**src/rtl/dq_pkg.sv**
```systemverilog
`timescale 1ns / 1ps
// ----------------------------------------------------------------------------
// dq_pkg: double-ended queue package
// Sizes, operation and status codes, and the request and response payloads.
// ----------------------------------------------------------------------------
package dq_pkg;

  // Storage sizes
  localparam int unsigned DEPTH      = 16;
  localparam int unsigned VALUE_BITS = 32;

  localparam int unsigned IDX_W = (DEPTH > 1) ? $clog2(DEPTH) : 1;
  localparam int unsigned CNT_W = $clog2(DEPTH + 1);

  // Fixed payload field widths
  localparam int unsigned FUNC_W  = 3;
  localparam int unsigned VAL_W   = 32;
  localparam int unsigned STAT_W  = 2;
  localparam int unsigned OCC_W   = 5;

  typedef enum logic [FUNC_W-1:0] {
    OP_PUSH_FRONT = 3'd0,
    OP_PUSH_BACK  = 3'd1,
    OP_POP_FRONT  = 3'd2,
    OP_POP_BACK   = 3'd3,
    OP_CLEAR      = 3'd4
  } func_e;

  typedef enum logic [STAT_W-1:0] {
    ST_OK    = 2'd0,
    ST_EMPTY = 2'd1,
    ST_FULL  = 2'd2
  } status_e;

  typedef struct packed {
    func_e             func;
    logic [VAL_W-1:0]  push_value;
  } req_t;

  typedef struct packed {
    logic [VAL_W-1:0]  pop_value;
    status_e           status;
    logic [OCC_W-1:0]  occupancy;
  } rsp_t;

endpackage

```
**src/rtl/double_ended_queue.sv**
```systemverilog
`timescale 1ns / 1ps
// ----------------------------------------------------------------------------
// double_ended_queue: bounded deque on a circular store
// Push/pop at either end or clear; one response per request with the popped
// value, a status code and the occupancy after the request.
// ----------------------------------------------------------------------------
//
//   channel | direction | handshake              | payload
//   --------+-----------+------------------------+-------------------------
//   request | in        | in_valid_i / in_ready_o | in_req_i  (dq_pkg::req_t)
//   result  | out       | out_valid_o/out_ready_i | out_rsp_o (dq_pkg::rsp_t)
//
// One request per cycle sustained while results are taken; its response is
// loaded into the store read and pending stage at the transfer, then into
// the output register.
// Pointer and count update at the request transfer, so requests never wait
// on each other; only the output register limits the rate.
// Reset empties the queue at once: no clearing pass, store contents unused.
// A stalled result holds the request stage; a new request is taken whenever
// the pending stage is empty or moves on to the output register that cycle.
// ----------------------------------------------------------------------------
module double_ended_queue (
  input  logic          clk_i,
  input  logic          rst_ni,
  input  logic          in_valid_i,
  output logic          in_ready_o,
  input  dq_pkg::req_t  in_req_i,
  output logic          out_valid_o,
  input  logic          out_ready_i,
  output dq_pkg::rsp_t  out_rsp_o
);

  import dq_pkg::*;

  localparam logic [IDX_W-1:0] LAST_IDX = IDX_W'(DEPTH - 1);
  localparam logic [CNT_W-1:0] FULL_CNT = CNT_W'(DEPTH);

  // Queue state
  logic [IDX_W-1:0] front_q, front_d;
  logic [CNT_W-1:0] count_q, count_d;

  // Entry store: one write and one registered read per cycle
  logic [VALUE_BITS-1:0] mem [DEPTH];
  logic                  wr_en, rd_en;
  logic [IDX_W-1:0]      wr_addr, rd_addr;
  logic [VALUE_BITS-1:0] wr_data, rd_data_q;

  // Pending stage: waits for the read data
  logic             s1_valid_q;
  logic             s1_pop_q,    s1_pop_d;
  status_e          s1_status_q, s1_status_d;
  logic [CNT_W-1:0] s1_count_q;

  // Output register
  logic out_valid_q;
  rsp_t out_q;

  logic in_xfer, s1_move;

  // Ring index arithmetic; sums stay below twice the depth
  logic [IDX_W:0]   back_sum, last_sum;
  logic [IDX_W-1:0] back_idx, last_idx, front_dec, front_inc;
  logic             is_full, is_empty;

  assign s1_move    = s1_valid_q && (!out_valid_q || out_ready_i);
  assign in_ready_o = !s1_valid_q || s1_move;
  assign in_xfer    = in_valid_i && in_ready_o;

  assign is_full  = (count_q >= FULL_CNT);
  assign is_empty = (count_q == '0);

  // front + count: slot after the back entry
  assign back_sum = {1'b0, front_q} + (IDX_W + 1)'(count_q);
  assign back_idx = (back_sum >= (IDX_W + 1)'(DEPTH)) ?
                    IDX_W'(back_sum - (IDX_W + 1)'(DEPTH)) : IDX_W'(back_sum);
  // front + count - 1: the back entry itself
  assign last_sum = back_sum - (IDX_W + 1)'(1);
  assign last_idx = (last_sum >= (IDX_W + 1)'(DEPTH)) ?
                    IDX_W'(last_sum - (IDX_W + 1)'(DEPTH)) : IDX_W'(last_sum);

  assign front_dec = (front_q == '0)      ? LAST_IDX : front_q - IDX_W'(1);
  assign front_inc = (front_q == LAST_IDX) ? '0      : front_q + IDX_W'(1);

  assign wr_data = VALUE_BITS'(in_req_i.push_value);

  always_comb begin
    front_d     = front_q;
    count_d     = count_q;
    wr_en       = 1'b0;
    wr_addr     = back_idx;
    rd_en       = 1'b0;
    rd_addr     = front_q;
    s1_pop_d    = 1'b0;
    s1_status_d = ST_OK;
    if (in_xfer) begin
      case (in_req_i.func)
        OP_PUSH_FRONT: begin
          if (is_full) begin
            s1_status_d = ST_FULL;
          end else begin
            front_d = front_dec;
            count_d = count_q + CNT_W'(1);
            wr_en   = 1'b1;
            wr_addr = front_dec;
          end
        end
        OP_PUSH_BACK: begin
          if (is_full) begin
            s1_status_d = ST_FULL;
          end else begin
            count_d = count_q + CNT_W'(1);
            wr_en   = 1'b1;
            wr_addr = back_idx;
          end
        end
        OP_POP_FRONT: begin
          if (is_empty) begin
            s1_status_d = ST_EMPTY;
          end else begin
            rd_en    = 1'b1;
            rd_addr  = front_q;
            s1_pop_d = 1'b1;
            front_d  = front_inc;
            count_d  = count_q - CNT_W'(1);
          end
        end
        OP_POP_BACK: begin
          if (is_empty) begin
            s1_status_d = ST_EMPTY;
          end else begin
            rd_en    = 1'b1;
            rd_addr  = last_idx;
            s1_pop_d = 1'b1;
            count_d  = count_q - CNT_W'(1);
          end
        end
        OP_CLEAR: begin
          front_d = '0;
          count_d = '0;
        end
        default: begin
          // unused codes: no operation
        end
      endcase
    end
  end

  // Store: write lands before a read of the same entry in the next cycle,
  // and the two never target one entry in the same cycle
  always_ff @(posedge clk_i) begin
    if (wr_en) begin
      mem[wr_addr] <= wr_data;
    end
    if (rd_en) begin
      rd_data_q <= mem[rd_addr];
    end
  end

  // Control state
  always_ff @(posedge clk_i or negedge rst_ni) begin
    if (!rst_ni) begin
      front_q     <= '0;
      count_q     <= '0;
      s1_valid_q  <= 1'b0;
      out_valid_q <= 1'b0;
    end else begin
      front_q <= front_d;
      count_q <= count_d;
      if (in_xfer) begin
        s1_valid_q <= 1'b1;
      end else if (s1_move) begin
        s1_valid_q <= 1'b0;
      end
      if (s1_move) begin
        out_valid_q <= 1'b1;
      end else if (out_ready_i) begin
        out_valid_q <= 1'b0;
      end
    end
  end

  // Payload registers
  always_ff @(posedge clk_i) begin
    if (in_xfer) begin
      s1_pop_q    <= s1_pop_d;
      s1_status_q <= s1_status_d;
      s1_count_q  <= count_d;
    end
    if (s1_move) begin
      out_q.pop_value <= s1_pop_q ? VAL_W'(rd_data_q) : '0;
      out_q.status    <= s1_status_q;
      out_q.occupancy <= OCC_W'(s1_count_q);
    end
  end

  assign out_valid_o = out_valid_q;
  assign out_rsp_o   = out_q;

endmodule

```
**config.mk**
```make
export PLATFORM = sky130hd
export DESIGN_NAME = double_ended_queue
export DESIGN_NICKNAME = d
export VERILOG_FILES = /design/src/rtl/dq_pkg.sv /design/src/rtl/double_ended_queue.sv
export SDC_FILE = /design/constraint.sdc
export NUM_CORES = 1
export LEC_CHECK = 0
export ABC_AREA = 1
export BUFFER_PORTS_ARGS = -buffer_cell sky130_fd_sc_hd__buf_4
export CORE_ASPECT_RATIO = 0.8
export CORE_MARGIN = 2
export CORE_UTILIZATION = 25
export DETAILED_ROUTE_END_ITERATION = 8
export PLACE_DENSITY_LB_ADDON = 0.2
export SLEW_MARGIN = 15
export SYNTH_ARGS = -nofsm -noshare
export SYNTH_HDL_FRONTEND = slang
export SYNTH_SLANG_ARGS = --single-unit
```
**constraint.sdc**
```tcl
create_clock -name clk_i -period 10.07 [get_ports clk_i]
set_input_delay 0.5035 -clock clk_i [delete_from_list [all_inputs] [get_ports clk_i]]
set_output_delay 0.5035 -clock clk_i [all_outputs]
set_load 0.01 [all_outputs]
```
==> flow_summary.toml, run 1 <==
[status]
status = "complete, no violations"

[floorplan]
start_util_pct = 25.22
core_sq_mm = 0.1044
die_width_microns = 366.8
io_pins = 80
fp-row-count = 106
dieArea_sq_mm = 0.1079
die_h_microns = 294.2

[timing]
worst_pin_slew_ns = 1.130
finalHoldViolCount = 0
rsz0062_at_grt = "false"
maxSlewViolCount = 0
finClkSkew_ns = 0.02732
slew_headroom_pct = 24.65
tns_ns = 0
fmax_mhz = 226.4
post-route-min-period_ns = 4.417
post-route-period-util_pct = 43.86
setup_viol = 0

[setup_path]
worst-path-buf-inv = 2
required_ns = 10.44
arrival_ns = 4.78
worstPathCellList = "inv_1 > ha_1 > nand4_4 > nand2_4 > nand2_4 > nand2_4 > buf_4 > nand2_1 > nand3_1 > nand3_1 > nand3_1 > nand2_1"
critPathKind = "flip-flop to flip-flop"
critPathMaxStageDelay_ns = 0.94
cpMaxStageDelayCell = "buf_4"
crit_fanout = 82
cp_top_family = "simple AND/OR/NAND/NOR gates"
crit_path_start_kind = "flip-flop"
endpoint_kind = "flip-flop"

[global_routing]
antenna_found_initial = 4
grt_pass1_wl_microns = 114200
grt_use_total_pct = 14.28
grt.overflow.total = 0
grt_max_degree = 114
grt_pass1_vias = 17198

[clock_network]
post_cts_buffers = 0
cts-root-buf = "clkbuf_16"
cts_buffers = 69
cts_max_path_buffers = 3
path_clk_slew_ns = 0.06
clkLatencyLatePin_ns = 0.62
cts_tree = "built"
cts_sinks = 602
cts_resized = 0
htree_levels = 3

[cells_and_area]
final_common_cell = "nand3_1"
drive_gt1_share_pct = 9.977
final_nets = 2601
area_growth_pct = 17.12
layout_common_cells = "622 x nand3_1, 591 x edfxtp_1, 576 x inv_1, 463 x nand2_1, 113 x buf_4"

[logic_synthesis]
synthDistinctLibCells = 37
ys_async_sr_fraction_pct = 1.827
synth_edf_count = 591
syn_avg_cell_area_sq_um = 10.57
synthFlopType = "edfxtp_1"
syn-num-nets = 2537
synth-seq-cells = 602
synth_seq_area_share_pct = 68.48
synthCells = 2489
yosysWarnings = 0
synth_area_sq_mm = 0.02632

[detailed_routing]
via_count = 17419
routedWlPerCell_microns = 19.16
drt_iter0_drc = 1287
antenna_left = 0
avgViaCountPerCell = 4.343
wirelength_microns = 76840
drc_errors = 0
drt-pass1-iter-count = 8

[pwr]
peakVddDrop_v = 0.0002227
power_density_mw_per_mm2 = 254.7
static-leakage-power_nw = 12.89
power_mw = 7.850

[placed_design]
hpwlAfterDp_microns = 36350
gp_congestion = 0.7587
port_buffers = 79

[min_path]
holdCritPathClass = "input port to flip-flop"

[flow_run]
max-cap-violations = 0
-- per-layer routing --
layer	wire length, microns	vias to the layer above	part of all wire (%)	global-route usage (%)
met4	2102	6	2.7	4.517
met5	25	-	0.033	0
met2	34970	417	46	22.80
met1	35760	8604	47	19.39
li1	-	8268	-	-
met3	3977	124	5.2	2.946
-- logic make-up (layout without fill, tap and decap cells) --
| family | count (synthesis) | in the layout | share of synthesized area [%] |
|---|---|---|---|
| DFF | 602 | 602 | 68.48 |
| and+or+nand+nor | 1135 | 1135 | 19.52 |
| xor gates and xnor gates | 7 | 7 | 0.2329 |
| buffers and inverters | 705 | 822 | 10.63 |
| AOI/OAI and AO/OA | 31 | 31 | 0.6942 |
| other | 0 | 1 | 0 |
| adders and majority gates | 9 | 9 | 0.4564 |
-- worst paths after layout --
kind | startpoint | endpoint | slack (ns) | depth (start not counted)
setup / recovery | count_q[1] | rd_data_q[13] | 5.65 | 12
hold / removal | out_ready_i | out_valid_o | 0.15 | 4
setup reg to reg | count_q[1] | rd_data_q[13] | 5.65 | 12
hold reg to reg | s1_count_q[2] | out_rsp_o[2] | 0.42 | 0
max in group asynchronous | rst_ni | count_q[3] | 9.65 | 2
min in group asynchronous | rst_ni | out_valid_o | 0.26 | 2
-- sequential cells by signal, summed over array words and instances, names as in the netlist --
name and flops:
count_q 5, front_q 4, mem 512, out_rsp_o 39
out_valid_o 1, rd_data_q 32, s1_count_q 5, s1_pop_q 1
s1_status_q 2, s1_valid_q 1
-- final cells by class --
| class | instances | area, sq um |
|---|---|---|
| Fill cell | 10683 | 73550 |
| Sequential cell | 602 | 18020 |
| Multi-Input combinational cell | 1182 | 5712 |
| Inverter | 583 | 2188 |
| Clock buffer | 82 | 1839 |
| Tap cell | 1404 | 1757 |
| Timing Repair Buffer | 115 | 869.6 |
| Clock inverter | 42 | 435.4 |
| Antenna cell | 1 | 2.502 |
-- metrics by stage --
step / hold WS [ns] / util, % / setup WS (ns) / area [sq um] / cells
floorplan: 0.2079 / - / 6.620 / 26320 / 2489
CTS: 0.1075 / 29.53 / 5.574 / 30820 / 4010
finish: 0.1528 / 29.53 / 5.653 / 30830 / 4011
global placement: 0.3563 / 27.34 / 5.615 / 28530 / 3885
detailed placement: 0.3580 / 27.34 / 5.619 / 28530 / 3885
global route: 0.1631 / 29.53 / 5.287 / 30820 / 4010
-- report_power, final --
| group | internal (mW) | leakage (nW) | switching [mW] | total, mW |
|---|---|---|---|---|
| sequential | 2.94 | 5.49 | 0.0578 | 3.00 |
| combinational | 0.628 | 6.30 | 1.67 | 2.30 |
| clock | 1.51 | 1.10 | 1.04 | 2.55 |
| total | 5.08 | 12.9 | 2.77 | 7.85 |
-- synthesized netlist by cell type (3+ instances only) --
master,n,share of area [%]
a21oi_1,4,0.076
nand3_1,623,12
nand2_1,464,6.6
nand2_2,3,0.071
edfxtp_1,591,67
inv_2,7,0.10
ha_1,8,0.38
dfrtp_1,11,1.0
nand3_2,3,0.11
xnor2_1,3,0.10
clkbuf_1,28,0.40
o21ai_0,16,0.30
buf_2,81,1.5
inv_1,576,8.2
o21ai_2,3,0.10
buf_4,11,0.31
nand2_4,3,0.13
xor2_1,4,0.13
nor2_1,29,0.41
-- what timing repair did --
action                                  in CTS  in global routing
endpoints found under the setup margin       0                  0
endpoints found under the hold margin       11                  0
hold buffers                                 1                  0
-- tightest hold or removal path: cells and delay by family --
family	cells	cell delay, ns
simple gates	2	0.10
buf+inv	2	0.13
(Power assumes the default switching activity.)
==> run 2, diff against run 1 <==
- clock period: 10.07 -> 4.61 ns (I/O delays scaled with it)
==> flow_summary.toml, run 2 (synthesized netlist as in run 1, its figures left out) <==
[global_routing]
grt_max_degree = 129
grt_pass1_wl_microns = 113700
grt_use_total_pct = 14.10
grt_pass1_vias = 16947
grt.overflow.total = 0
antenna_found_initial = 1

[setup_path]
endpoint_kind = "flip-flop"
crit_path_start_kind = "flip-flop"
r2r-end = "rd_data_q[31]"
critPathKind = "flip-flop to flip-flop"
crit_fanout = 42
arrival_ns = 3.87
reg2regPathDepth = 10
required_ns = 4.96
rrSetupSlack_ns = 1.10
rr_startpoint = "count_q[1]"

[clock_network]
htree_levels = 3
cts_max_path_buffers = 3
post_cts_buffers = 0
cts_tree = "built"
cts_buffers = 68
clkLatencyLatePin_ns = 0.62
path_clk_slew_ns = 0.06
cts_sinks = 602
cts-root-buf = "clkbuf_16"

[cells_and_area]
fill_cells = 10685
n_antenna_cell = 0
layout_common_cells = "622 x nand3_1, 591 x edfxtp_1, 576 x inv_1, 463 x nand2_1, 120 x buf_4"
largest_register_ffs = 512
drive_gt1_share_pct = 9.887
area_growth_pct = 18.50
regMostFlops = "mem"
instances_no_fill = 4054
final_nets = 2650
final_common_cell = "nand3_1"
utilization_pct = 29.88

[timing]
finalHoldViolCount = 0
worst_pin_slew_ns = 1.116
setup_viol = 0
maxSlewViolCount = 0
finClkSkew_ns = 0.02534
slew_headroom_pct = 25.58
post-route-period-util_pct = 76.21
rsz0062_at_grt = "false"
post-route-min-period_ns = 3.513
fmax_mhz = 284.6
tns_ns = 0

[min_path]
worstHoldStart = "in_req_i[34]"
holdPathEnd = "front_q[1]"
whs_path_depth = 4
holdCritPathClass = "input port to flip-flop"

[floorplan]
io_pins = 80
dieArea_sq_mm = 0.1079
fp-row-count = 106
core_sq_mm = 0.1044
start_util_pct = 25.22
die_width_microns = 366.8
die_h_microns = 294.2

[placed_design]
gp_congestion = 0.7573
place_inst = 3900
hpwlAfterDp_microns = 41560
port_buffers = 79

[flow_run]
max-cap-violations = 0

[detailed_routing]
antenna_left = 0
drt-pass1-iter-count = 5
via_count = 17441
avgViaCountPerCell = 4.302
drt_iter0_drc = 1356
routedWlPerCell_microns = 18.88
wirelength_microns = 76550
drc_errors = 0

[pwr]
power_density_mw_per_mm2 = 543.9
peakVddDrop_v = 0.0007366
static-leakage-power_nw = 13.06

[status]
status = "complete, no violations"
-- run 2: cell count changes in the layout (fill, tap and decap cells not counted), sizes merged, moves of 3 or more --
| cell | delta |
|---|---|
| dlygate4sd3 | +35 |
| clkbuf | +6 |
| clkinv | -4 |
| clkinvlp | -6 |
| buf | +15 |
| inv | +3 |
| bufinv | -5 |
-- run 2: worst max-delay path by stage --
stage	start	slack [ns]	to
CTS	count_q[1]	1.08	rd_data_q[21]
floorplan	front_q[0]	1.16	mem[12][0]
global route	count_q[1]	0.83	rd_data_q[6]
global placement	count_q[1]	1.16	rd_data_q[7]
detailed placement	count_q[1]	1.12	rd_data_q[31]
finish	count_q[1]	1.10	rd_data_q[31]
-- run 2: critical path, stage by stage, from the launching register on --
cell and delay [ns]:
dfrtp_1 0.45, inv_1 0.12, ha_1 0.26, nand4_4 0.20, nand2_4 0.24, inv_2 0.09, o21ai_4 0.79, buf_4 0.71
nand3_1 0.16, nand3_1 0.11, nand2_1 0.08
-- run 2: layer usage --
| layer | vias up | share of wire (%) | GRT usage, % |
|---|---|---|---|
| met5 | - | 0.017 | 0 |
| li1 | 8360 | - | - |
| met2 | 423 | 45 | 22.21 |
| met3 | 88 | 4.8 | 2.391 |
| met1 | 8568 | 48 | 20.15 |
| met4 | 2 | 1.8 | 3.332 |
-- run 2: what timing repair did --
action                    CTS  global route
hold endpoints to repair  525             0
hold buffers               36             0
resized for setup           0             0
-- run 2: power by group --
part / internal [mW] / switching (mW) / total [mW]
sequential: 6.43 / 0.132 / 6.56
combinational: 1.48 / 3.75 / 5.23
clock: 2.96 / 2.21 / 5.17
total: 10.9 / 6.09 / 17.0
-- run 2: layout make-up --
type / count / area (sq um) / share of cell area, %
clock buffers: 88 / 1818 / 5.829
inverters: 583 / 2188 / 7.016
clock inverters: 30 / 250.2 / 0.8023
multi-input cells: 1182 / 5712 / 18.31
flip-flops and latches: 602 / 18020 / 57.78
repair buffers: 165 / 1441 / 4.621
well taps: 1404 / 1757 / 5.632
-- run 2: stage by stage --
| step | instance area, sq um | setup slack (ns) | hold WS [ns] | total power [mW] |
|---|---|---|---|---|
| 4_1_cts | 31190 | 1.079 | 0.03408 | 17.18 |
| 5_1_grt | 31190 | 0.8274 | 0.1111 | 17.92 |
| 6_report | 31190 | 1.097 | 0.07750 | 16.96 |
| 3_3_place_gp | 28760 | 1.162 | 0.08037 | 11.93 |
| 2_1_floorplan | 26320 | 1.160 | -0.06509 | 9.968 |
| 3_5_place_dp | 28760 | 1.123 | 0.08166 | 11.93 |
==> run 3, diff against run 2 <==
- clock period: 4.61 -> 3.6 ns (I/O delays scaled with it)
==> flow_summary.toml, run 3 (synthesized netlist as in run 1, its figures left out) <==
[floorplan]
dieArea_sq_mm = 0.1079
core_sq_mm = 0.1044
die_width_microns = 366.8
io_pins = 80
fp-row-count = 106
die_h_microns = 294.2
start_util_pct = 25.22

[cells_and_area]
multi_input_area_sq_mm = 0.005712
regArea_sq_mm = 0.01802
drive_gt1_share_pct = 10.66
final_common_cell = "nand3_1"
regMostFlops = "mem"
largest_register_ffs = 512
area_growth_pct = 20.10
layout_common_cells = "622 x nand3_1, 591 x edfxtp_1, 576 x inv_1, 463 x nand2_1, 112 x buf_4"
instances_no_fill = 4070
final_nets = 2661
fill_cells = 10722

[global_routing]
grt_max_degree = 101
grt.overflow.total = 0
grt_pass1_wl_microns = 119600
antenna_found_initial = 3
grt_use_total_pct = 14.90
grt_pass1_vias = 17865

[detailed_routing]
routedWlPerCell_microns = 19.63
avgViaCountPerCell = 4.400
drt-pass1-iter-count = 5
via_count = 17909
antenna_left = 0
dr.max_layer_used = "met5"
met3WireLength_microns = 4172
drt_iter0_drc = 1562
drc_errors = 0
wl_met2_microns = 35900
wirelength_microns = 79900
wl_met1_microns = 38000

[setup_path]
r2r-end = "rd_data_q[18]"
endpoint_kind = "flip-flop"
crit_path_frequent_cell = "nand3_1"
crit_path_start_kind = "flip-flop"
crit_fanout = 29
required_ns = 4.08
reg2regPathDepth = 12
cpMaxStageDelayCell = "fa_1"
worst-path-buf-inv = 4
cp_top_family = "adder cells"
rr_startpoint = "front_q[0]"
worstPathCellList = "ha_1 > fa_1 > inv_1 > ha_1 > inv_1 > o21ai_4 > buf_12 > buf_12 > nand3_1 > nand3_1 > nand3_1 > nand2_1"
critPathMaxStageDelay_ns = 0.51
rrSetupSlack_ns = 0.47
arrival_ns = 3.60
critPathKind = "flip-flop to flip-flop"

[clock_network]
cts_tree = "built"
cts-root-buf = "clkbuf_16"
cts_resized = 0
cts_sinks = 602
clkLatencyLatePin_ns = 0.61
cts_buffers = 67
cts_max_path_buffers = 3
htree_levels = 3
path_clk_slew_ns = 0.06

[timing]
setup_viol = 0
tns_ns = 0
finClkSkew_ns = 0.02701
setup_ws_ns = 0.4733
slew_headroom_pct = 27.37
finalHoldViolCount = 0
post-route-min-period_ns = 3.127
post-route-period-util_pct = 86.85
rsz0062_at_grt = "false"
worst_pin_slew_ns = 1.089
maxSlewViolCount = 0
fmax_mhz = 319.8

[placed_design]
hpwlAfterDp_microns = 41860
place_inst = 3912
port_buffers = 79
gp_congestion = 0.7873
place_ws_ns = 0.5250

[min_path]
holdPathEnd = "count_q[4]"
worstHoldStart = "in_req_i[34]"
whs_path_depth = 6
holdCritPathClass = "input port to flip-flop"

[pwr]
peakVddDrop_v = 0.0007320
power_density_mw_per_mm2 = 704.9
static-leakage-power_nw = 13.24

[status]
status = "complete, no violations"

[flow_run]
max-cap-violations = 0
run 3: per-stage QoR:
step | power, mW | util [%] | hold WS, ns | area [sq um]
after floorplan | 12.77 | - | -0.1156 | 26320
after global placement | 15.53 | 27.88 | 0.02895 | 29100
after detailed placement | 15.55 | 27.88 | 0.02862 | 29100
after CTS | 22.53 | 30.28 | 0.01958 | 31610
after global routing | 23.49 | 30.28 | 0.07628 | 31610
final | 22.28 | 30.28 | 0.05009 | 31610
run 3: worst register-to-register path, cell delays in order (launching register included):
cell and delay (ns):
dfrtp_1 0.48, ha_1 0.28, fa_1 0.52, inv_1 0.07
ha_1 0.36, inv_1 0.09, o21ai_4 0.22, buf_12 0.26
buf_12 0.25, nand3_1 0.12, nand3_1 0.18, nand3_1 0.11
nand2_1 0.07
run 3: worst max-delay path by stage:
stage               depth (start not counted)             to  slack [ns]  startpoint
floorplan                                   9     mem[12][0]        0.15  front_q[0]
global placement                            6     mem[0][21]        0.56  front_q[0]
detailed placement                         12  rd_data_q[18]        0.52  front_q[0]
CTS                                        12  rd_data_q[18]        0.51  front_q[0]
global route                               10     mem[12][3]        0.29  front_q[1]
finish                                     12  rd_data_q[18]        0.47  front_q[0]
run 3: what timing repair did:
action | CTS | global route
hold endpoints to repair | 525 | 0
setup buffers | 0 | 0
hold buffers | 36 | 0
run 3: cell type report:
class	instances	share of cell area (%)
antenna	1	0.007916
clock buffer	86	5.660
clock inverter	35	1.132
inverter	583	6.923
multi-input combinational	1182	18.07
sequential	602	57.01
tap	1404	5.557
timing repair buffer	177	5.636
run 3: metal layers:
metal	up-vias	global-route usage [%]
li1	8387	-
met1	8889	20.92
met2	503	23.50
met3	126	2.779
met4	4	4.075
met5	-	0
run 3: where the power goes:
part / total, mW / switching, mW / leakage (nW) / internal (mW)
combinational: 7.02 / 4.90 / 6.70 / 2.13
sequential: 8.39 / 0.164 / 5.49 / 8.23
clock: 6.86 / 2.89 / 1.05 / 3.97
total: 22.3 / 7.96 / 13.2 / 14.3
